$ cat src/rtl/core/fcf_pkg.sv
`default_nettype none

package fcf_pkg;

  // Filter shape.
  localparam int TAPS        = 55;
  localparam int BLOCK_DELAY = 128;

  // Field widths.
  localparam int SAMPLE_W  = 16;
  localparam int COEF_W    = 16;
  localparam int TAP_IDX_W = 7;
  localparam int FRAC_BITS = 15;

  // Products are full precision; the sum grows by the log of the tap count.
  localparam int PROD_W = SAMPLE_W + COEF_W;
  localparam int ACC_W  = PROD_W + $clog2(TAPS);

  // The first cell picks up each sample one item before it is used, so the
  // sample memory only has to cover one less than the block delay.
  localparam int DELAY_DEPTH = BLOCK_DELAY - 1;
  localparam int DPTR_W      = $clog2(DELAY_DEPTH);
  localparam int FILL_W      = $clog2(DELAY_DEPTH + 1);

  // Item operation codes.
  localparam logic OP_SAMPLE = 1'b0;
  localparam logic OP_LOAD   = 1'b1;

  typedef logic signed [SAMPLE_W-1:0] sample_t;
  typedef logic signed [COEF_W-1:0]   coef_t;
  typedef logic signed [PROD_W-1:0]   prod_t;
  typedef logic signed [ACC_W-1:0]    acc_t;
  typedef logic [TAP_IDX_W-1:0]       tap_idx_t;

  // One item as it travels down the cell chain.
  typedef struct packed {
    logic     valid;
    logic     is_load;
    tap_idx_t tap_index;
    coef_t    tap_value;
  } tok_t;

endpackage

`default_nettype wire

$ cat src/rtl/core/fcf_delay_line.sv
`default_nettype none

module fcf_delay_line (
  input  wire logic             clk,
  input  wire logic             rst,
  input  wire logic             advance,
  input  wire logic             accept,
  input  wire logic             op,
  input  wire fcf_pkg::sample_t  sample_in,
  input  wire fcf_pkg::tap_idx_t tap_index,
  input  wire fcf_pkg::coef_t    tap_value,
  output fcf_pkg::tok_t          tok,
  output fcf_pkg::sample_t       x_out
);
  import fcf_pkg::*;

  sample_t             mem [DELAY_DEPTH];
  logic [DPTR_W-1:0]   wr_ptr;
  logic [FILL_W-1:0]   fill;
  sample_t             rd_data;
  logic                rd_zero;
  logic                push;

  assign push = accept && (op == OP_SAMPLE);

  // Until the memory has been filled once, the slot under the pointer was
  // never written and stands for a zero history sample.
  assign x_out = rd_zero ? '0 : rd_data;

  always_ff @(posedge clk) begin
    if (rst) begin
      tok.valid <= 1'b0;
      wr_ptr    <= '0;
      fill      <= '0;
      rd_zero   <= 1'b1;
    end else if (advance) begin
      tok.valid     <= accept;
      tok.is_load   <= (op == OP_LOAD);
      tok.tap_index <= tap_index;
      tok.tap_value <= tap_value;
      if (push) begin
        rd_zero <= (fill != FILL_W'(DELAY_DEPTH));
        if (fill != FILL_W'(DELAY_DEPTH)) begin
          fill <= fill + 1'b1;
        end
        if (wr_ptr == DPTR_W'(DELAY_DEPTH - 1)) begin
          wr_ptr <= '0;
        end else begin
          wr_ptr <= wr_ptr + 1'b1;
        end
      end
    end
  end

  // Read before write at the same slot returns the sample pushed one full
  // lap ago.
  always_ff @(posedge clk) begin
    if (push) begin
      rd_data     <= mem[wr_ptr];
      mem[wr_ptr] <= sample_in;
    end
  end

endmodule

`default_nettype wire

$ cat config.mk
export PLATFORM = sky130hd
export DESIGN_NAME = fcf_delay_line
export DESIGN_NICKNAME = d
export VERILOG_FILES = /design/src/rtl/core/fcf_pkg.sv /design/src/rtl/core/fcf_delay_line.sv
export SDC_FILE = /design/constraint.sdc
export NUM_CORES = 2
export LEC_CHECK = 0
export BUFFER_PORTS_ARGS = -buffer_cell sky130_fd_sc_hd__buf_2
export CORE_UTILIZATION = 30
export DETAILED_ROUTE_END_ITERATION = 8
export PLACE_DENSITY_LB_ADDON = 0.08
export REMOVE_ABC_BUFFERS = 1
export SLEW_MARGIN = 20
export SYNTH_ARGS = -nofsm -noshare
export SYNTH_HDL_FRONTEND = slang
export SYNTH_SLANG_ARGS = --single-unit
$ cat constraint.sdc
create_clock -name clk -period 3.2 [get_ports clk]
set_clock_uncertainty 0.2 [all_clocks]
set_input_delay 0.32 -clock clk [delete_from_list [all_inputs] [get_ports clk]]
set_output_delay 0.32 -clock clk [all_outputs]
set_load 0.05 [all_outputs]
==> out/summary.txt <==
Met2 Track Usage GR: 41.8%
Yosys warning total: 0
Final core utilization: 38.9%
Setup Viol. Count Final: 8
Via count: 52700
Slew Viols, Final: 0
Max stage delay on crit path: 0.41 ns
CTS tree: done
Place WS: -0.934 ns
Max Buffers Root-to-Sink: 4
Worst-skew pair later-pin latency: 0.92 ns
Total Nets Final: 5769
Die Y: 522 um
Fin cells: 9470
Crit path max-delay family: compound AO/OA/AOI/OAI gates
Initial Util: 30.2%
Grt met1 use: 36.6%
Post-synthesis mux area share: 4.47%
DR vias/cell: 5.57
Hold Vio Cnt, Final: 0
Tcrit/Tclk final: 102%
Clock network power share: 43.4%
Vias in the first global route: 51200
H-tree Lvls: 4
CTS buffer count: 238
Measured slew at the worst slew-check pin: 1.03 ns
Worst hold start: rst
WL/cell: 38.4 um
Net Sw Frac: 23.0%
Clk pin slew, worst setup/hold paths: 0.06 ns
Area contributors post-synth: edfxtp_1, a22oi_1, mux2i_1, a221oi_1, mux2_2
Layout cells sized above 1: 31.0%
Design area: 104000 sq um
Hold endpoint: fill[1]
DP HPWL: 234000 um
Slew margin rel.: 31.4%
Dominant synthesized flop cell: edfxtp_1
Cell Pwr Density: 573 nW/um^2
Final Routed Wirelength: 364000 um
Cells after synthesis: 4738
CP endpoint kind: flip-flop
R2R cell count: 11
Logic pwr share: 6.2%
Pre-antenna DRT Iters: 6
Critical path class: flip-flop to flip-flop
Worst-path fanout max: 14
CP arrival: 3.75 ns
Hold Path Class: input port to flip-flop
Syn Area/Cell: 17.1 sq um
CORE AREA: 268000 sq um
Clock period minus worst slack: 3.28 ns
Die width: 522 um
Hold_ws: 0.180 ns
Reg2reg start: wr_ptr[1]
Maximum vdd ir drop: 0.423 mV
Int Pwr: 46.0 mW
Yosys top cell area share: 76.7%
Area Growth Syn to Fin: 28.6%
FF-to-FF setup slack: -0.08 ns
Post-Place Cells: 8863
Violated checks: negative setup slack
DP Area: 93700 sq um
Asr flop ratio synth: 0%
CP max stage cell: a32o_1
F_max: 0.305 GHz
Leakage: 33.6 nW
Grt total ovfl: 0
PnR worst setup slack: -0.0794 ns
First-pass GRT wire length: 481000 um
Grt met3 use: 3.79%
Mapped Area: 81100 sq um
Io pins: 85
Post-synth EDFFs: 2072
RSZ-0062 raised after global routing: true
Row count: 190
Startpoint types: flip-flop
Global route hottest layer: met2
FF+latch count, synth: 2088
Post-synth cell types: 86
Tot GR Track Use: 26.2%
R2R Path End: rd_data[11]
Port Buf Inserts: 84
Compound-Gate Fraction of Synth Area: 12.1%
Dominant cell type by area after synthesis: edfxtp_1
Largest net degree at the start of global routing: 128
Main combinational cell family by area after synthesis: compound AO/OA/AOI/OAI gates
Hold Path Stages: 3
Register area share after synthesis: 77.1%
DR DRC count: 0
Worst-path cell chain: buf_12, buf_8, and2_4, buf_12, buf_4, a22oi_1, o221ai_1, buf_4, a31oi_1, nand4_1, a32o_1
Initial DRC count: 6439
Sw Pwr: 13.8 mW
Worst endpoint required time: 3.67 ns
Die ar.: 272000 sq um
Buffers plus inverters on the worst setup path: 5
Post-synthesis adder-cell area fraction: 0.0463%
Gpl congestion: 0.854
Status: finished, violations left
Post-Synth Simple-Gate Area: 3.84%
Initial antenna violation count: 25
Max-Cap Viols: 0
Sequential share of power: 50.5%
Synth Area in XOR/XNOR: 0.119%
Clk root buf: clkbuf_16
Detail Route Antenna Nets: 0
Clock sinks: 2088
==> layout by cell type, fill, tap and decap left out, types with 13 or more instances in the layout <==
master         count
a211o_1           14
a211oi_1          19
a21bo_2           34
a21oi_1          189
a21oi_2           14
a221o_1           58
a221oi_1         140
a221oi_2          29
a222oi_1          73
a22o_1            34
a22oi_1          228
a22oi_2           17
a31oi_1           18
buf_12           219
buf_2             68
buf_4            675
buf_6             38
clkbuf_1          66
clkbuf_16        245
clkinv_1          59
clkinv_2          39
dlygate4sd3_1     71
edfxtp_1        2072
mux2_2            94
mux2i_1          170
mux4_2            38
nand2_1          202
nand2_2           13
nand3_1           15
nand3b_1          24
nor2_1           103
nor2_2           126
nor2b_1           44
nor3_1            38
o21ai_0           99
o221ai_1          38
o22ai_1           59
o2bb2ai_1         36
o32ai_1           20
==> through the flow <==
stage | TNS, ns | total power [mW]
final | -0.348 | 59.7
after global routing | -0.307 | 61.3
after CTS | -0.357 | 60.0
after detailed placement | -6.55 | 34.0
after global placement | -7.02 | 34.0
after floorplan | - | 32.0
==> layout make-up <==
class,instances,area (sq um)
diodes,10,25.0
repair buffers,1108,11800
well taps,3552,4440
fillers,24900,164000
clock buffers,309,6270
inverters,10,55.1
flip-flops and latches,2088,62600
multi-input cells,2276,18200
clock inverters,117,908
==> registers in the layout (all words and copies together) (netlist names) <==
signal and count:
fill 7, wr_ptr 7, rd_data 16, tok 25, rd_zero 1, mem 2032
==> worst max-delay path by stage <==
stage,slack (ns),from,to,cells past startpoint
detailed placement,-0.93,wr_ptr[0],rd_data[6],9
CTS,-0.08,wr_ptr[0],rd_data[10],11
floorplan,-19.47,wr_ptr[1],rd_data[7],6
global route,-0.06,wr_ptr[1],rd_data[15],11
finish,-0.08,wr_ptr[1],rd_data[11],11
global placement,-0.88,wr_ptr[0],rd_data[6],9
==> layer usage <==
metal / share of wire, % / up-vias / wire length, um
met1: 44 / 28400 / 159000
li1: - / 21600 / -
met3: 6.4 / 456 / 23300
met4: 3.6 / 2 / 13000
met5: 0.0036 / - / 13
met2: 46 / 2306 / 168000
==> worst register-to-register path: cells and delay by family, from the launching register on <==
kind	cells	cell delay (ns)
and+or+nand+nor	2	0.64
DFF	1	0.37
AOI/OAI and AO/OA	4	0.95
buffers and inverters	5	0.87
==> power groups by stage <==
stage               Combinational [mW]  Clock, mW  Sequential (mW)
global placement                  3.27          0             30.7
detailed placement                3.28          0             30.7
finish                            3.69       25.9             30.1
CTS                               3.58       26.3             30.1
global route                      3.79       27.3             30.1
floorplan                         1.06          0             30.9
==> cells by family after synthesis <==
logic type                 after synthesis
DFF                                   2088
adders and majority gates                3
xor gates and xnor gates                11
muxes                                  303
AOI/OAI and AO/OA                     1287
and+or+nand+nor                        672
buffers and inverters                  374
==> what timing repair did <==
item / CTS / global route
pin swaps: 43 / 53
hold endpoints to repair: 1376 / 0
cloned: 10 / 7
setup endpoints to repair: 16 / 16
resized for setup: 168 / 97
hold buffers: 71 / 0
setup buffers: 49 / 40
==> synth_stat cells (24+ instances only) <==
cell / number
a211oi_1: 24
a21bo_2: 34
a21oi_1: 204
a221o_1: 58
a221oi_1: 170
a222oi_1: 73
a22o_1: 36
a22oi_1: 245
buf_1: 44
buf_2: 159
buf_4: 25
buf_6: 24
clkbuf_1: 110
edfxtp_1: 2072
mux2_2: 94
mux2i_1: 170
mux4_2: 38
nand2_1: 215
nand3b_1: 24
nor2_1: 230
nor2b_1: 54
nor3_1: 45
o21ai_0: 106
o221ai_1: 44
o22ai_1: 71
o2bb2ai_1: 36
o32ai_1: 25
No activity file was read; power rests on OpenSTA's default activity.
