===== src/rtl/core/fcf_pkg.sv =====
`default_nettype none

package fcf_pkg;

  // Filter shape.
  localparam int TAPS        = 55;
  localparam int BLOCK_DELAY = 128;

  // Field widths.
  localparam int SAMPLE_W  = 16;
  localparam int COEF_W    = 16;
  localparam int TAP_IDX_W = 7;
  localparam int FRAC_BITS = 15;

  // Products are full precision; the sum grows by the log of the tap count.
  localparam int PROD_W = SAMPLE_W + COEF_W;
  localparam int ACC_W  = PROD_W + $clog2(TAPS);

  // The first cell picks up each sample one item before it is used, so the
  // sample memory only has to cover one less than the block delay.
  localparam int DELAY_DEPTH = BLOCK_DELAY - 1;
  localparam int DPTR_W      = $clog2(DELAY_DEPTH);
  localparam int FILL_W      = $clog2(DELAY_DEPTH + 1);

  // Item operation codes.
  localparam logic OP_SAMPLE = 1'b0;
  localparam logic OP_LOAD   = 1'b1;

  typedef logic signed [SAMPLE_W-1:0] sample_t;
  typedef logic signed [COEF_W-1:0]   coef_t;
  typedef logic signed [PROD_W-1:0]   prod_t;
  typedef logic signed [ACC_W-1:0]    acc_t;
  typedef logic [TAP_IDX_W-1:0]       tap_idx_t;

  // One item as it travels down the cell chain.
  typedef struct packed {
    logic     valid;
    logic     is_load;
    tap_idx_t tap_index;
    coef_t    tap_value;
  } tok_t;

endpackage

`default_nettype wire


===== src/rtl/core/fcf_if.sv =====
`default_nettype none


interface fcf_result_if;
  import fcf_pkg::*;

  logic    valid;
  logic    ready;
  sample_t sample_out;

  modport source (output valid, sample_out, input ready);
  modport sink   (input valid, sample_out, output ready);
endinterface

`default_nettype wire


===== src/rtl/core/fcf_out_stage.sv =====
`default_nettype none

module fcf_out_stage (
  input  wire logic          clk,
  input  wire logic          rst,
  input  wire fcf_pkg::tok_t  tok_in,
  input  wire fcf_pkg::acc_t  acc_in,
  output logic               advance,
  fcf_result_if.source       result
);
  import fcf_pkg::*;

  localparam acc_t BIAS   = acc_t'((2 ** FRAC_BITS) - 1);
  localparam acc_t SAT_HI = acc_t'((2 ** (SAMPLE_W - 1)) - 1);
  localparam acc_t SAT_LO = acc_t'(-(2 ** (SAMPLE_W - 1)));

  // Divide by the fraction scale rounding toward zero, then clamp.
  function automatic sample_t scale_sat(acc_t a);
    acc_t q;
    q = (a[ACC_W-1] ? (a + BIAS) : a) >>> FRAC_BITS;
    if (q > SAT_HI) begin
      return sample_t'(SAT_HI);
    end else if (q < SAT_LO) begin
      return sample_t'(SAT_LO);
    end
    return sample_t'(q);
  endfunction

  assign advance = !result.valid || result.ready;

  always_ff @(posedge clk) begin
    if (rst) begin
      result.valid <= 1'b0;
    end else if (advance) begin
      result.valid <= tok_in.valid && !tok_in.is_load;
    end
  end

  always_ff @(posedge clk) begin
    if (advance && tok_in.valid && !tok_in.is_load) begin
      result.sample_out <= scale_sat(acc_in);
    end
  end

endmodule

`default_nettype wire


===== src/flat_wrapper.sv =====
// flat-port wrapper written by rule: the top's interface ports become plain ports
module fcf_out_stage_flat import fcf_pkg::*;
  (clk, rst, tok_in, acc_in, advance, result_valid, result_sample_out, result_ready);
  fcf_result_if result_i ();
  input  wire logic clk;
  input  wire logic rst;
  input  wire fcf_pkg::tok_t tok_in;
  input  wire fcf_pkg::acc_t acc_in;
  output logic advance;
  output wire logic [$bits(result_i.valid)-1:0] result_valid;
  output wire logic [$bits(result_i.sample_out)-1:0] result_sample_out;
  input wire logic [$bits(result_i.ready)-1:0] result_ready;
  assign result_valid = result_i.valid;
  assign result_sample_out = result_i.sample_out;
  assign result_i.ready = result_ready;
  fcf_out_stage u_core (.clk(clk), .rst(rst), .tok_in(tok_in), .acc_in(acc_in), .advance(advance), .result(result_i));
endmodule

===== config.mk =====
export PLATFORM = sky130hd
export DESIGN_NAME = fcf_out_stage_flat
export DESIGN_NICKNAME = d
export VERILOG_FILES = /design/src/rtl/core/fcf_pkg.sv /design/src/rtl/core/fcf_if.sv /design/src/rtl/core/fcf_out_stage.sv /design/src/flat_wrapper.sv
export SDC_FILE = /design/constraint.sdc
export NUM_CORES = 1
export LEC_CHECK = 0
export BUFFER_PORTS_ARGS = -buffer_cell sky130_fd_sc_hd__buf_2
export CORE_MARGIN = 3
export CORE_UTILIZATION = 38
export DETAILED_ROUTE_END_ITERATION = 16
export PLACE_DENSITY = 0.81
export SYNTH_ARGS = -nofsm -noshare
export SYNTH_HDL_FRONTEND = slang
export SYNTH_SLANG_ARGS = --single-unit

===== constraint.sdc =====
create_clock -name clk -period 2.7 [get_ports clk]
set_clock_uncertainty 0.05 [all_clocks]
set_input_delay 0.405 -clock clk [delete_from_list [all_inputs] [get_ports clk]]
set_output_delay 0.405 -clock clk [all_outputs]
set_load 0.02 [all_outputs]

==> results.toml, run 1 <==
[outcome]
status = "complete, no violations"

[clocking]
cts_tree = "built"
cts_resized = 0
cts_setup_buffers = 0
cts_root_buf = "clkbuf_4"
htree_levels = 1
cts_hold_buffers = 0
clkSlewWorstSetupHoldPaths_ns = 0.08
clock_insertion_delay_worst_skew_ns = 0.28
cts_buffer_depth = 2
cts_sinks = 17
numCtsBuffers = 3

[floorplanning]
io_pins = 84
core_area_um2 = 3150
die_y_um = 64.5
initial_core_util = 0.412
die_x_um = 64.5
rows = 20
dieArea_um2 = 4160

[grt]
grt_max_degree = 17
antenna_found_initial = 0
met3_usage = 0.0121
grt_pass1_wl_mm = 4.60
first_global_vias = 1084
met2_usage = 0.249
grt_overflow_total = 0
busiest_layer = "met2"
track_usage = 0.138
gr-usage-met1 = 0.160

[logic_synthesis]
syn_area_per_cell_um2 = 10.6
synth_top_cell_by_area = "edfxtp_1"
synthCells = 123
synth_edf_count = 16
synth.most_common_cell = "edfxtp_1"
syn-cell-area_um2 = 1300
synth_top_area_share = 0.370
syn-num-nets = 189
synth_flop_cell = "edfxtp_1"
netlist_top_cells_area = "edfxtp_1, a211oi_2, nor2b_1"
ys_seq_elements = 17
ys_async_sr_fraction = 0
yosys_warnings = 0
synth.distinct_cells = 34
synth-seq-area-share = 0.385
synthTopCellsByCount = "edfxtp_1, nor2b_1, a211oi_2"

[setup_path]
cp_slowest_cell = "or4_4"
critPathMaxStageDelay_ns = 0.53
path_max_fanout = 15
rr_worst_depth = 3
cp-end-kind = "register"
cp.arrival_ns = 2.41
path_cells = "buf_2 > or4_4 > o41a_1 > and4_4 > a311o_1 > a21boi_4 > buf_12 > a211oi_1"
critPathRequiredTime_ns = 2.67
r2r_slack_ns = 1.57
critical_path_class = "in2reg"
start_kind = "input pin"

[pwr]
pwr-share-comb = 0.263
p_total_mw = 0.586
swShare = 0.263
seq_power_share = 0.523
p_leak_nw = 0.656
ir_worst_vdd_mv = 0.137
p_int_mw = 0.432
power_switching_mw = 0.154
power_density_nw_per_um2 = 341
p_clk_frac = 0.214

[detailed_routing]
first_pass_iters = 4
detail_route.vias_per_cell = 4.98
wire_per_inst_um = 11.5
drc_errors = 0
drt_iter0_drc = 35
ant_nets = 0
drt-total-wl_mm = 2.68
routed-via-count = 1161

[timing]
tns_ns = 0
setup_viol = 0
fin_crit_ns = 2.44
final.period_utilization = 0.902
maxSlewViolCount = 0
worst_pin_slew_ns = 0.304
rsz0062_at_grt = "no"
layout_setup_ws_ns = 0.264
fmax_ghz = 0.411
final_hold_viol_count = 0
max_slew_margin = 0.795

[finish]
stdcell_count = 233
final_util = 0.544
nNetsFinal = 256
fillers = 302
area_growth_pct = 32.2
num_antenna_cells = 0
drive_above_1_share = 0.455

[placement]
post-dp-hpwl_mm = 2.26
dp.cells = 229
pre_cts_slack_ns = -0.0258
portBuffers = 60
place_congestion = 0.925

[hold_path]
hold_depth = 2
hold_class = "in2reg"

[flow_run]
max_cap_viol_count = 0
-- registers in the layout, indices dropped and copies added, names as in the netlist --
register and flops:
u_core.result.sample_out 16, u_core.result.valid 1
-- cell families (layout without fill, tap and decap cells) --
| group | count (synthesis) | in the layout | synth area share |
|---|---|---|---|
| AND/OR/NAND/NOR | 59 | 59 | 0.271 |
| AO/OA/AOI/OAI | 23 | 23 | 0.188 |
| flip-flops | 17 | 17 | 0.385 |
| XOR/XNOR | 16 | 16 | 0.108 |
| buffers and inverters | 7 | 73 | 0.0405 |
| multiplexers | 1 | 1 | 0.00771 |
-- placed cells by master (no fill, tap or decap), types with 2 or more instances in the layout --
master / count
buf_2: 60
xnor2_1: 8
buf_12: 2
nand2_1: 6
and4_1: 2
a211oi_1: 5
nand4_1: 5
xor2_1: 8
edfxtp_1: 16
nand2b_1: 3
clkbuf_4: 3
nor2b_1: 15
or4_4: 2
and3_1: 4
a211oi_2: 10
nor3_1: 4
nand3_1: 8
nor2_1: 4
or4_1: 2
buf_4: 6
-- cell type report --
type / instances / area (um2) / share of cell area
well taps: 44 / 55.1 / 0.0321
clock buffers: 4 / 26.3 / 0.0153
repair buffers: 68 / 385 / 0.224
inverters: 1 / 3.75 / 0.00219
multi-input cells: 99 / 746 / 0.434
flip-flops and latches: 17 / 500 / 0.292
-- per-stage QoR --
step                hold WS [ns]  instance area (um2)
global route               0.202                 1720
floorplan                  0.424                 1300
CTS                        0.208                 1720
finish                     0.222                 1720
detailed placement         0.451                 1690
global placement           0.443                 1690
-- critical path: cells and delay by family --
family,cells,cell delay [ns]
AO/OA/AOI/OAI,4,1.02
buffers and inverters,2,0.27
AND/OR/NAND/NOR,2,0.71
-- power groups by stage --
stage	clock network (mW)	logic [mW]	registers, mW
after CTS	0.130	0.155	0.307
after global placement	0	0.152	0.312
after global routing	0.140	0.171	0.308
after detailed placement	0	0.154	0.313
after floorplan	0	0.0689	0.330
final	0.125	0.154	0.306
-- path summary, 6_finish.rpt --
kind                                                          endpoint                        startpoint
worst min register to register        u_core.result.valid$_SDFFE_PP0N_  u_core.result.valid$_SDFFE_PP0N_
worst max-delay path            u_core.result.sample_out[14]$_DFFE_PP_                         acc_in[0]
worst min-delay path                  u_core.result.valid$_SDFFE_PP0N_                               rst
worst max register to register   u_core.result.sample_out[9]$_DFFE_PP_  u_core.result.valid$_SDFFE_PP0N_
-- layer usage --
layer  routed length [um]  vias up
li1                     -      604
met1                 1110      518
met2                 1390       35
met3                  147        4
met4                   32        0
met5                    0        -
Note: power is estimated with default switching activity, not from simulation.
==> inputs of run 2 (changes only) <==
Settings changed: ABC_CLOCK_PERIOD_IN_PS from default to 2500, CORE_UTILIZATION 38 to 42, PLACE_DENSITY 0.81 to 0.85.
Clock period 2.7 ns to 2.5 ns, I/O delays scaled along.
==> run 2 against run 1 <==
Final cell count did not move. Clock power increased by 10%. First-iteration DRC count shrank 60%. Sequential cell count did not move. Die area fell by 8.6%. Non-clock buffer count is 13 higher. Sequential share of layout area down 1.3 points. Highest routed layer unchanged.
==> results.toml, run 2 (synthesis gave the netlist of run 1 again) <==
[outcome]
status = "complete, no violations"

[finish]
postLayoutCellArea_um2 = 1800
drive_above_1_share = 0.490
num_antenna_cells = 0
layout_commonest_cell = "buf_2"
nNetsFinal = 269
stdcell_count = 233
top_regs = "u_core.result.sample_out: 16 flops, u_core.result.valid: 1 flops"
fillers = 239
regArea_um2 = 500
final_cell_mix = "buf_2, buf_4, edfxtp_1"
area_growth_pct = 38.4
multi_input_area_um2 = 746
largest_register = "u_core.result.sample_out"
largest_reg_flops = 16

[clocking]
clkSlewWorstSetupHoldPaths_ns = 0.09
cts_setup_buffers = 0
cts_tree = "built"
cts_resized = 0
cts_root_buf = "clkbuf_4"
numCtsBuffers = 3
cts_hold_buffers = 0
cts_buffer_depth = 2
cts_sinks = 17
htree_levels = 1
clock_insertion_delay_worst_skew_ns = 0.28

[floorplanning]
dieArea_um2 = 3800
die_x_um = 61.6
rows = 19
initial_core_util = 0.455
die_y_um = 61.6
core_area_um2 = 2850
io_pins = 84

[setup_path]
critPathMaxStageDelay_ns = 0.52
crit_buf_inv = 2
cp_top_family = "compound AO/OA/AOI/OAI gates"
cp_slowest_cell = "or4_4"
start_kind = "input pin"
cp.arrival_ns = 2.39
critical_path_class = "in2reg"
critPathRequiredTime_ns = 2.48
path_max_fanout = 4
path_cells = "buf_2 > or4_4 > o41a_1 > and4_4 > a311o_1 > a21boi_4 > buf_4 > a211oi_1"
cp-end-kind = "register"

[timing]
worst_pin_slew_ns = 0.298
final.period_utilization = 0.966
setup_viol = 0
tns_ns = 0
fmax_ghz = 0.414
final_hold_viol_count = 0
rsz0062_at_grt = "no"
fin_crit_ns = 2.41
max_slew_margin = 0.799
holdWs_ns = 0.182
maxSlewViolCount = 0

[placement]
dpl_cell_area_um2 = 1770
place_congestion = 0.775
portBuffers = 60
post-dp-hpwl_mm = 2.36
dp.cells = 229

[pwr]
pwr-share-comb = 0.276
p_leak_nw = 0.719
power_switching_mw = 0.172
p_clk_frac = 0.213
p_int_mw = 0.477
p_total_mw = 0.649
seq_power_share = 0.510
power_density_nw_per_um2 = 361
ir_worst_vdd_mv = 0.166
swShare = 0.265

[grt]
grt_max_degree = 17
grt_overflow_total = 0
grt_pass1_wl_mm = 4.24
antenna_found_initial = 0
track_usage = 0.148
first_global_vias = 1092

[detailed_routing]
ant_nets = 0
first_pass_iters = 3
drt-total-wl_mm = 2.72
routed-via-count = 1229
detail_route.vias_per_cell = 5.27
wire_per_inst_um = 11.7
drt_iter0_drc = 14
drc_errors = 0

[flow_run]
max_cap_viol_count = 0

[hold_path]
hold_class = "in2reg"
==> run 2: power groups by stage <==
stage	combinational, mW	sequential, mW	clock, mW
final	0.179	0.331	0.138
after detailed placement	0.181	0.338	0
after global placement	0.176	0.338	0
after global routing	0.197	0.333	0.149
after CTS	0.181	0.331	0.139
after floorplan	0.0745	0.357	0
==> run 2: path summary, 6_finish.rpt <==
kind / startpoint / endpoint / slack [ns] / depth (start not counted)
worst max-delay path: acc_in[0] / u_core.result.sample_out[3]$_DFFE_PP_ / 0.09 / 8
worst min-delay path: rst / u_core.result.valid$_SDFFE_PP0N_ / 0.18 / 2
worst max register to register: u_core.result.valid$_SDFFE_PP0N_ / u_core.result.sample_out[4]$_DFFE_PP_ / 1.38 / 3
worst min register to register: u_core.result.valid$_SDFFE_PP0N_ / u_core.result.valid$_SDFFE_PP0N_ / 0.46 / 2
==> run 2: metal layers <==
metal  vias up  part of all wire  global-route usage
li1        637                 -                   -
met1       552              0.39               0.157
met2        38              0.55               0.291
met3         2             0.052             0.00839
met4         0             0.011              0.0667
met5         -                 0                   0
==> run 2: layout make-up <==
class / count / share of cell area
Inverter: 1 / 0.00209
Timing Repair Buffer: 81 / 0.269
Clock buffer: 4 / 0.0146
Tap cell: 31 / 0.0216
Sequential cell: 17 / 0.278
Multi-Input combinational cell: 99 / 0.415
==> run 2: per-stage QoR <==
step,utilization,setup WS (ns)
final,0.630,0.0860
after global routing,0.630,0.0339
after CTS,0.630,0.0841
after detailed placement,0.621,-0.209
after global placement,0.621,-0.198
after floorplan,-,-0.271
