[config.mk]
export PLATFORM = sky130hd
export DESIGN_NAME = fcf_cell
export DESIGN_NICKNAME = d
export VERILOG_FILES = /design/src/rtl/core/fcf_pkg.sv /design/src/rtl/core/fcf_cell.sv
export SDC_FILE = /design/constraint.sdc
export NUM_CORES = 1
export LEC_CHECK = 0
export ABC_AREA = 1
export BUFFER_PORTS_ARGS = -buffer_cell sky130_fd_sc_hd__buf_2
export CORE_MARGIN = 2
export CORE_UTILIZATION = 55
export DETAILED_ROUTE_END_ITERATION = 8
export GPL_TIMING_DRIVEN = 0
export PLACE_DENSITY = 0.84
export SYNTH_ARGS = -nofsm -noshare
export SYNTH_HDL_FRONTEND = slang
export SYNTH_SLANG_ARGS = --single-unit
[constraint.sdc]
create_clock -name clk -period 5.8 [get_ports clk]
set_input_delay 0.58 -clock clk [delete_from_list [all_inputs] [get_ports clk]]
set_output_delay 0.58 -clock clk [all_outputs]
set_load 0.1 [all_outputs]
[src/rtl/core/fcf_pkg.sv]
`default_nettype none

package fcf_pkg;

  // Filter shape.
  localparam int TAPS        = 55;
  localparam int BLOCK_DELAY = 128;

  // Field widths.
  localparam int SAMPLE_W  = 16;
  localparam int COEF_W    = 16;
  localparam int TAP_IDX_W = 7;
  localparam int FRAC_BITS = 15;

  // Products are full precision; the sum grows by the log of the tap count.
  localparam int PROD_W = SAMPLE_W + COEF_W;
  localparam int ACC_W  = PROD_W + $clog2(TAPS);

  // The first cell picks up each sample one item before it is used, so the
  // sample memory only has to cover one less than the block delay.
  localparam int DELAY_DEPTH = BLOCK_DELAY - 1;
  localparam int DPTR_W      = $clog2(DELAY_DEPTH);
  localparam int FILL_W      = $clog2(DELAY_DEPTH + 1);

  // Item operation codes.
  localparam logic OP_SAMPLE = 1'b0;
  localparam logic OP_LOAD   = 1'b1;

  typedef logic signed [SAMPLE_W-1:0] sample_t;
  typedef logic signed [COEF_W-1:0]   coef_t;
  typedef logic signed [PROD_W-1:0]   prod_t;
  typedef logic signed [ACC_W-1:0]    acc_t;
  typedef logic [TAP_IDX_W-1:0]       tap_idx_t;

  // One item as it travels down the cell chain.
  typedef struct packed {
    logic     valid;
    logic     is_load;
    tap_idx_t tap_index;
    coef_t    tap_value;
  } tok_t;

endpackage

`default_nettype wire

[src/rtl/core/fcf_cell.sv]
`default_nettype none

module fcf_cell (
  input  wire logic             clk,
  input  wire logic             rst,
  input  wire logic             advance,
  input  wire fcf_pkg::tap_idx_t cell_id,
  input  wire fcf_pkg::tok_t     tok_in,
  input  wire fcf_pkg::acc_t     acc_in,
  input  wire fcf_pkg::sample_t  x_in,
  output fcf_pkg::tok_t          tok_out,
  output fcf_pkg::acc_t          acc_out,
  output fcf_pkg::sample_t       x_out
);
  import fcf_pkg::*;

  coef_t   coef;
  sample_t x_hold;
  prod_t   prod;
  acc_t    acc_next;

  assign prod     = coef * x_hold;
  assign acc_next = acc_in + ACC_W'(prod);

  // A sample transaction uses the held sample, then the history moves one
  // place along the chain as a wave that travels with it.
  always_ff @(posedge clk) begin
    if (rst) begin
      tok_out.valid <= 1'b0;
      coef          <= '0;
      x_hold        <= '0;
    end else if (advance) begin
      tok_out <= tok_in;
      if (tok_in.valid && tok_in.is_load && (tok_in.tap_index == cell_id)) begin
        coef <= tok_in.tap_value;
      end
      if (tok_in.valid && !tok_in.is_load) begin
        x_hold <= x_in;
      end
    end
  end

  always_ff @(posedge clk) begin
    if (advance) begin
      acc_out <= acc_next;
      x_out   <= x_hold;
    end
  end

endmodule

`default_nettype wire

==> results of run 1 <==
==> flip-flops by register name, indices dropped and copies added, names as in the netlist <==
signal	flops
tok_out	25
x_out	16
coef	16
x_hold	16
acc_out	38
==> stage by stage <==
step                      instance area [um^2]  cells
after floorplan                          16490   1920
after global placement                   17820   2477
after detailed placement                 17840   2478
after CTS                                18350   2474
after global routing                     19140   2502
final                                    19140   2502
==> worst min-delay path by stage <==
stage | start | to | slack (ns) | depth (start not counted)
floorplan | x_hold[0]$_SDFFE_PP0P_ | x_out[0]$_DFFE_PP_ | 0.40 | 0
global placement | x_hold[0]$_SDFFE_PP0P_ | x_out[0]$_DFFE_PP_ | 0.41 | 0
detailed placement | x_hold[0]$_SDFFE_PP0P_ | x_out[0]$_DFFE_PP_ | 0.41 | 0
CTS | tok_in[2] | tok_out[2]$_DFFE_PP_ | 0.38 | 1
global route | tok_in[2] | tok_out[2]$_DFFE_PP_ | 0.39 | 1
finish | tok_in[15] | tok_out[15]$_DFFE_PP_ | 0.40 | 1
==> per-layer routing <==
metal / track usage / vias to the layer above
li1: - / 5916
met4: 0.1350 / 0
met3: 0.05670 / 127
met1: 0.3556 / 6454
met5: 0 / -
met2: 0.4874 / 590
==> kinds of logic after synthesis <==
group	share of synthesized area
AND/OR/NAND/NOR	0.1588
buffers and inverters	0.1396
adder cells (fa/ha/maj)	0.4750
flip-flops	0.1821
AO/OA/AOI/OAI	0.03065
XOR/XNOR	0.01381
==> what timing repair did <==
action,CTS,global route
pin swaps,13,35
setup buffers,8,28
cloned,0,3
endpoints found under the setup margin,26,25
gates resized for setup,102,198
==> power by group <==
group	internal [W]	total (W)	switching, W
combinational	0.000238	0.000898	0.000660
sequential	0.000903	0.000935	0.0000328
clock	0.000346	0.000670	0.000324
==> critical path: cells and delay by family (launching register included) <==
family / cells / cell delay [ns]
adder cells (fa/ha/maj): 7 / 3.42
flip-flops: 1 / 0.36
AND/OR/NAND/NOR: 10 / 0.84
buffers and inverters: 8 / 0.87
==> area by class of cell <==
| type | count | area share |
|---|---|---|
| Buffer | 39 | 0.01673 |
| Clock buffer | 9 | 0.01177 |
| Clock inverter | 7 | 0.004903 |
| Inverter | 541 | 0.1065 |
| Multi-Input combinational cell | 1197 | 0.6113 |
| Sequential cell | 111 | 0.1616 |
| Tap cell | 390 | 0.02549 |
| Timing Repair Buffer | 207 | 0.06132 |
| Timing Repair inverter | 1 | 0.0003922 |
==> cell usage in the layout (no fill, tap or decap), types with 12 or more instances in the layout <==
| cell | count |
|---|---|
| sky130_fd_sc_hd__inv_1 | 521 |
| sky130_fd_sc_hd__nand2_1 | 421 |
| sky130_fd_sc_hd__fa_1 | 312 |
| sky130_fd_sc_hd__buf_2 | 172 |
| sky130_fd_sc_hd__nor2_1 | 101 |
| sky130_fd_sc_hd__ha_1 | 90 |
| sky130_fd_sc_hd__edfxtp_1 | 78 |
| sky130_fd_sc_hd__buf_4 | 40 |
| sky130_fd_sc_hd__o21ai_0 | 37 |
| sky130_fd_sc_hd__nand3_1 | 35 |
| sky130_fd_sc_hd__nand2_2 | 30 |
| sky130_fd_sc_hd__a21oi_1 | 27 |
| sky130_fd_sc_hd__dfxtp_4 | 21 |
| sky130_fd_sc_hd__xor2_1 | 19 |
| sky130_fd_sc_hd__inv_2 | 17 |
| sky130_fd_sc_hd__ha_4 | 14 |
| sky130_fd_sc_hd__buf_6 | 13 |
| sky130_fd_sc_hd__nor2_2 | 12 |
==> impl_metrics.yaml, run 1 <==
die:
  die_h_um: 177.2
  ioPinCount: 168
  floorplan.core_area_um2: 29560
  die_ar_um2: 31390
  fp.dieW_um: 177.2
  starting_utilization_of_the_core_area: 0.5580
  placement_rows: 63
sta:
  fmax_mhz: 175.1
  layout_min_cycle_time_ns: 5.711
  setup_repair_after_global_routing_missed_its_margin: "yes"
  timing_worst_slew_pin_value_ns: 0.6350
  final.setup.worst_slack_ns: 0.08869
  final-max-slew-violation-count: 0
  worst_hold_slack_ns: 0.3959
  finalHoldViolCount: 0
  timing.max_slew.rel_slack: 0.5759
  final.setup.tns_ns: 0
  finalSetupViolations: 0
  skew_ns: 0.01864
  final_clock_period_utilization_by_the_worst_path: 0.9847
final_layout:
  n_fill_cell: 2337
  fin_nets: 2629
  layout-area-overhead-vs-synth_pct: 16.04
  multi_input_comb_area_um2: 11700
  antenna_cells: 0
  sequential_cell_area_um2: 3093
  layout.core_utilization: 0.6475
  layout-drive-gt1-share: 0.1993
outcome:
  status: "finished, final reports clean"
grt:
  grt_pass1_vias: 13780
  grt_max_degree: 58
  grt_util_all_layers: 0.2879
  gr-total-overflow: 0
  first_pass_grt_wire_length_um: 68570
  initial_antenna_violation_count: 0
synth:
  synth.largest_area_cell: "sky130_fd_sc_hd__fa_1"
  synth_async_sr_flop_share: 0
  synth_common_cells: "sky130_fd_sc_hd__inv_1 (534), sky130_fd_sc_hd__nand2_1 (449), sky130_fd_sc_hd__fa_1 (322), sky130_fd_sc_hd__nor2_1 (116), sky130_fd_sc_hd__ha_1 (111)"
  synth.top_cells.by_area: "sky130_fd_sc_hd__fa_1 (39%), sky130_fd_sc_hd__edfxtp_1 (14%), sky130_fd_sc_hd__inv_1 (12%), sky130_fd_sc_hd__nand2_1 (10%), sky130_fd_sc_hd__ha_1 (8.4%)"
  post_synth_edffs: 78
  netlist-cell-type-count: 33
  yosys.cell_count.top_type: "sky130_fd_sc_hd__inv_1"
  synth_flop_cell: "sky130_fd_sc_hd__edfxtp_1"
  seq_area_frac_synth: 0.1821
  yosys_register_bits: 111
  syn-cell-area_um2: 16490
  synth_warnings: 0
  synthesis.nets: 2442
  synth.top_cell.area_share: 0.3908
  synth.avg_cell_area_um2: 8.591
  postSynthCellCount: 1920
placement:
  routabilityCongestion: 0.9502
  port_buffers: 167
  placement.setup.worst_slack_ns: -0.9654
  detailedPlacementHpwl_um: 35150
worst_setup_path:
  cpMostUsedCell: "sky130_fd_sc_hd__fa_1"
  timing.critical_path.required_ns: 5.93
  cpMaxStageDelayCell: "sky130_fd_sc_hd__fa_2"
  timing.critical_path.fanout_max: 5
  cp-endpoint: "acc_out[34]$_DFFE_PP_"
  reg2reg_to: "acc_out[34]$_DFFE_PP_"
  setup.reg_to_reg.worst_slack_ns: 0.09
  cp_data_arrival_time_ns: 5.84
  startpoint_type: "flip-flop"
  worstSetupPathType: "flip-flop to flip-flop"
  slowest_delay_ns: 0.64
  ff2ff_path_depth: 25
  critical_path.startpoint: "coef[15]$_SDFFE_PP0P_"
  end_kind: "flip-flop"
  worst_r2r_startpoint: "coef[15]$_SDFFE_PP0P_"
clock_tree:
  cts_buffers: 9
  cts-hold-fix-buffers: 0
  total_clock_sinks: 111
  clock-root-buffer: "sky130_fd_sc_hd__clkbuf_16"
  path_clk_slew_ns: 0.09
  clk-insertion-delay-late_ns: 0.38
  max-clock-path-buffers: 2
  clock_tree.htree_level_count: 3
  cts_tree: "done"
drt:
  wl_met1_um: 16140
  dr_wl_met3_um: 3609
  drt_first_pass_iters: 6
  antenna_left: 0
  route.met2.wl_um: 21560
  route.detailed.drc: 0
  num_vias: 13090
  wire_per_inst_um: 17.30
  dr.first_iter.drc_count: 1140
  vias_per_cell: 5.231
  route.top_layer_used: "met4"
  wirelength_um: 43290
run:
  max_cap_violations: 0
power:
  leakagePower_nw: 10.48
  power.ir.vdd_worst_mv: 0.1163
  power.density_cell_area_nw_per_um2: 130.8
  power_total_w: 0.002503
min_path:
  worst_hold_path_type: "primary input to flip-flop"
Note: power is estimated with default switching activity, not from simulation.
==> run 2, diff against run 1 <==
--- a/config.mk
+++ b/config.mk
@@ -8,10 +8,10 @@
 export ABC_AREA = 1
 export BUFFER_PORTS_ARGS = -buffer_cell sky130_fd_sc_hd__buf_2
 export CORE_MARGIN = 2
-export CORE_UTILIZATION = 55
+export CORE_UTILIZATION = 38
 export DETAILED_ROUTE_END_ITERATION = 8
 export GPL_TIMING_DRIVEN = 0
-export PLACE_DENSITY = 0.84
+export PLACE_DENSITY = 0.64
 export SYNTH_ARGS = -nofsm -noshare
 export SYNTH_HDL_FRONTEND = slang
 export SYNTH_SLANG_ARGS = --single-unit
==> impl_metrics.yaml, run 2 (synthesis results as in run 1) <==
final_layout:
  largest_registers: "acc_out (38), tok_out (25)"
  mostFrequentLayoutCells: "sky130_fd_sc_hd__inv_1 (521), sky130_fd_sc_hd__nand2_1 (426), sky130_fd_sc_hd__fa_1 (313)"
  layout-drive-gt1-share: 0.1969
  fin_nets: 2620
  antenna_cells: 0
  n_fill_cell: 4240
  layout.cells.non_filler: 2688
  largest_register_ffs: 38
  leading_cell_type_in_the_layout_fill_and_taps_excluded: "sky130_fd_sc_hd__inv_1"
  layout.core_utilization: 0.4496
  registers.top_by_ff_count: "acc_out"
  layout-area-overhead-vs-synth_pct: 17.16
sta:
  timing_worst_slew_pin_value_ns: 0.8239
  finalSetupViolations: 0
  final-max-slew-violation-count: 0
  timing.max_slew.rel_slack: 0.4507
  skew_ns: 0.01731
  finalHoldViolCount: 0
  layout_min_cycle_time_ns: 5.645
  final_clock_period_utilization_by_the_worst_path: 0.9733
  setup_repair_after_global_routing_missed_its_margin: "yes"
  fmax_mhz: 177.2
drt:
  drt_first_pass_iters: 5
  wire_per_inst_um: 16.45
  vias_per_cell: 4.704
  dr.first_iter.drc_count: 677
  antenna_left: 0
  num_vias: 12640
  route.detailed.drc: 0
  wirelength_um: 44220
clock_tree:
  clock_tree.htree_level_count: 3
  total_clock_sinks: 111
  clock-root-buffer: "sky130_fd_sc_hd__clkbuf_16"
  cts_buffers: 9
  cts_tree: "done"
  path_clk_slew_ns: 0.09
  clk-insertion-delay-late_ns: 0.39
  max-clock-path-buffers: 2
die:
  die_h_um: 212.3
  floorplan.core_area_um2: 42980
  ioPinCount: 168
  die_ar_um2: 45090
  starting_utilization_of_the_core_area: 0.3838
  placement_rows: 76
  fp.dieW_um: 212.3
power:
  leakagePower_nw: 10.45
  power.density_cell_area_nw_per_um2: 129.2
  power.ir.vdd_worst_mv: 0.1392
grt:
  grt_pass1_vias: 14080
  grt_max_degree: 58
  grt_util_all_layers: 0.2119
  initial_antenna_violation_count: 0
  first_pass_grt_wire_length_um: 72620
  gr-total-overflow: 0
run:
  max_cap_violations: 0
min_path:
  worst_hold_path_type: "primary input to flip-flop"
worst_setup_path:
  end_kind: "flip-flop"
  worstSetupPathType: "flip-flop to flip-flop"
  timing.critical_path.required_ns: 5.94
  cp_data_arrival_time_ns: 5.79
  timing.critical_path.fanout_max: 6
  startpoint_type: "flip-flop"
placement:
  routabilityCongestion: 0.9352
  detailedPlacementHpwl_um: 37810
  numPlacedInstances: 2673
  port_buffers: 167
outcome:
  status: "finished, final reports clean"
[run 2: path summary, 6_finish.rpt]
check                                             from                       end  slack (ns)  cells past startpoint
worst max-delay path             coef[15]$_SDFFE_PP0P_     acc_out[35]$_DFFE_PP_        0.16                     20
worst min-delay path                               rst  tok_out[24]$_SDFFE_PP0P_        0.37                      2
worst max register to register   coef[15]$_SDFFE_PP0P_     acc_out[35]$_DFFE_PP_        0.16                     20
worst min register to register  x_hold[0]$_SDFFE_PP0P_        x_out[0]$_DFFE_PP_        0.43                      0
[run 2: critical path: stages, from the launching register on]
cell and delay, ns:
sky130_fd_sc_hd__dfxtp_4 0.42, sky130_fd_sc_hd__clkbuf_16 0.18, sky130_fd_sc_hd__nand2_2 0.07, sky130_fd_sc_hd__inv_2 0.06, sky130_fd_sc_hd__fa_2 0.48, sky130_fd_sc_hd__fa_2 0.68, sky130_fd_sc_hd__clkinvlp_4 0.23, sky130_fd_sc_hd__fa_1 0.59
sky130_fd_sc_hd__fa_1 0.46, sky130_fd_sc_hd__fa_1 0.51, sky130_fd_sc_hd__fa_1 0.41, sky130_fd_sc_hd__inv_1 0.07, sky130_fd_sc_hd__ha_2 0.33, sky130_fd_sc_hd__a21oi_2 0.26, sky130_fd_sc_hd__o21bai_1 0.13, sky130_fd_sc_hd__a21oi_2 0.14
sky130_fd_sc_hd__nor2_1 0.07, sky130_fd_sc_hd__nor2_1 0.13, sky130_fd_sc_hd__nand2_1 0.07, sky130_fd_sc_hd__nand2_1 0.05, sky130_fd_sc_hd__nand2_1 0.05
[run 2: timing repair]
item                       4_1_cts  5_1_grt
setup endpoints to repair       26       24
buffers inserted                 5       24
hold buffers                     0        0
gates resized for setup        124      183
cloned                           0        2
pin swaps                       11       36
[run 2: report_power, final]
group | total [W] | switching, W | internal, W | leakage, nW
registers | 0.000933 | 0.0000320 | 0.000901 | 1.05
logic | 0.000897 | 0.000665 | 0.000233 | 9.26
clock network | 0.000666 | 0.000356 | 0.000310 | 0.146
[run 2: routing by layer]
layer	track usage	share of wire
met1	0.2679	0.43
met2	0.3638	0.49
met3	0.03368	0.052
met4	0.08392	0.035
met5	0.001112	0
[run 2: cell type report]
class                      instances  area [um^2]  share of cell area
clock inverter                     7        80.08            0.004144
clock buffer                       9        225.2             0.01165
tap                              585        732.0             0.03788
timing repair inverter             1        7.507           0.0003885
sequential                       111         3105              0.1607
timing repair buffer             198         1107             0.05730
inverter                         541         2044              0.1058
multi-input combinational       1197        11710              0.6058
buffer                            39        315.3             0.01632
[run 2: through the flow]
stage	area [um^2]	setup TNS (ns)	setup WS, ns	total power [W]	hold slack, ns
finish	19320	0	0.1551	0.002497	0.3736
floorplan	16490	0	0.07731	0.001565	0.4029
global placement	18060	-14.58	-0.9641	0.001765	0.4111
global route	19320	-0.1706	-0.03614	0.002617	0.3694
CTS	18640	0	0.002111	0.002471	0.3546
detailed placement	18090	-15.23	-0.9791	0.001774	0.4142
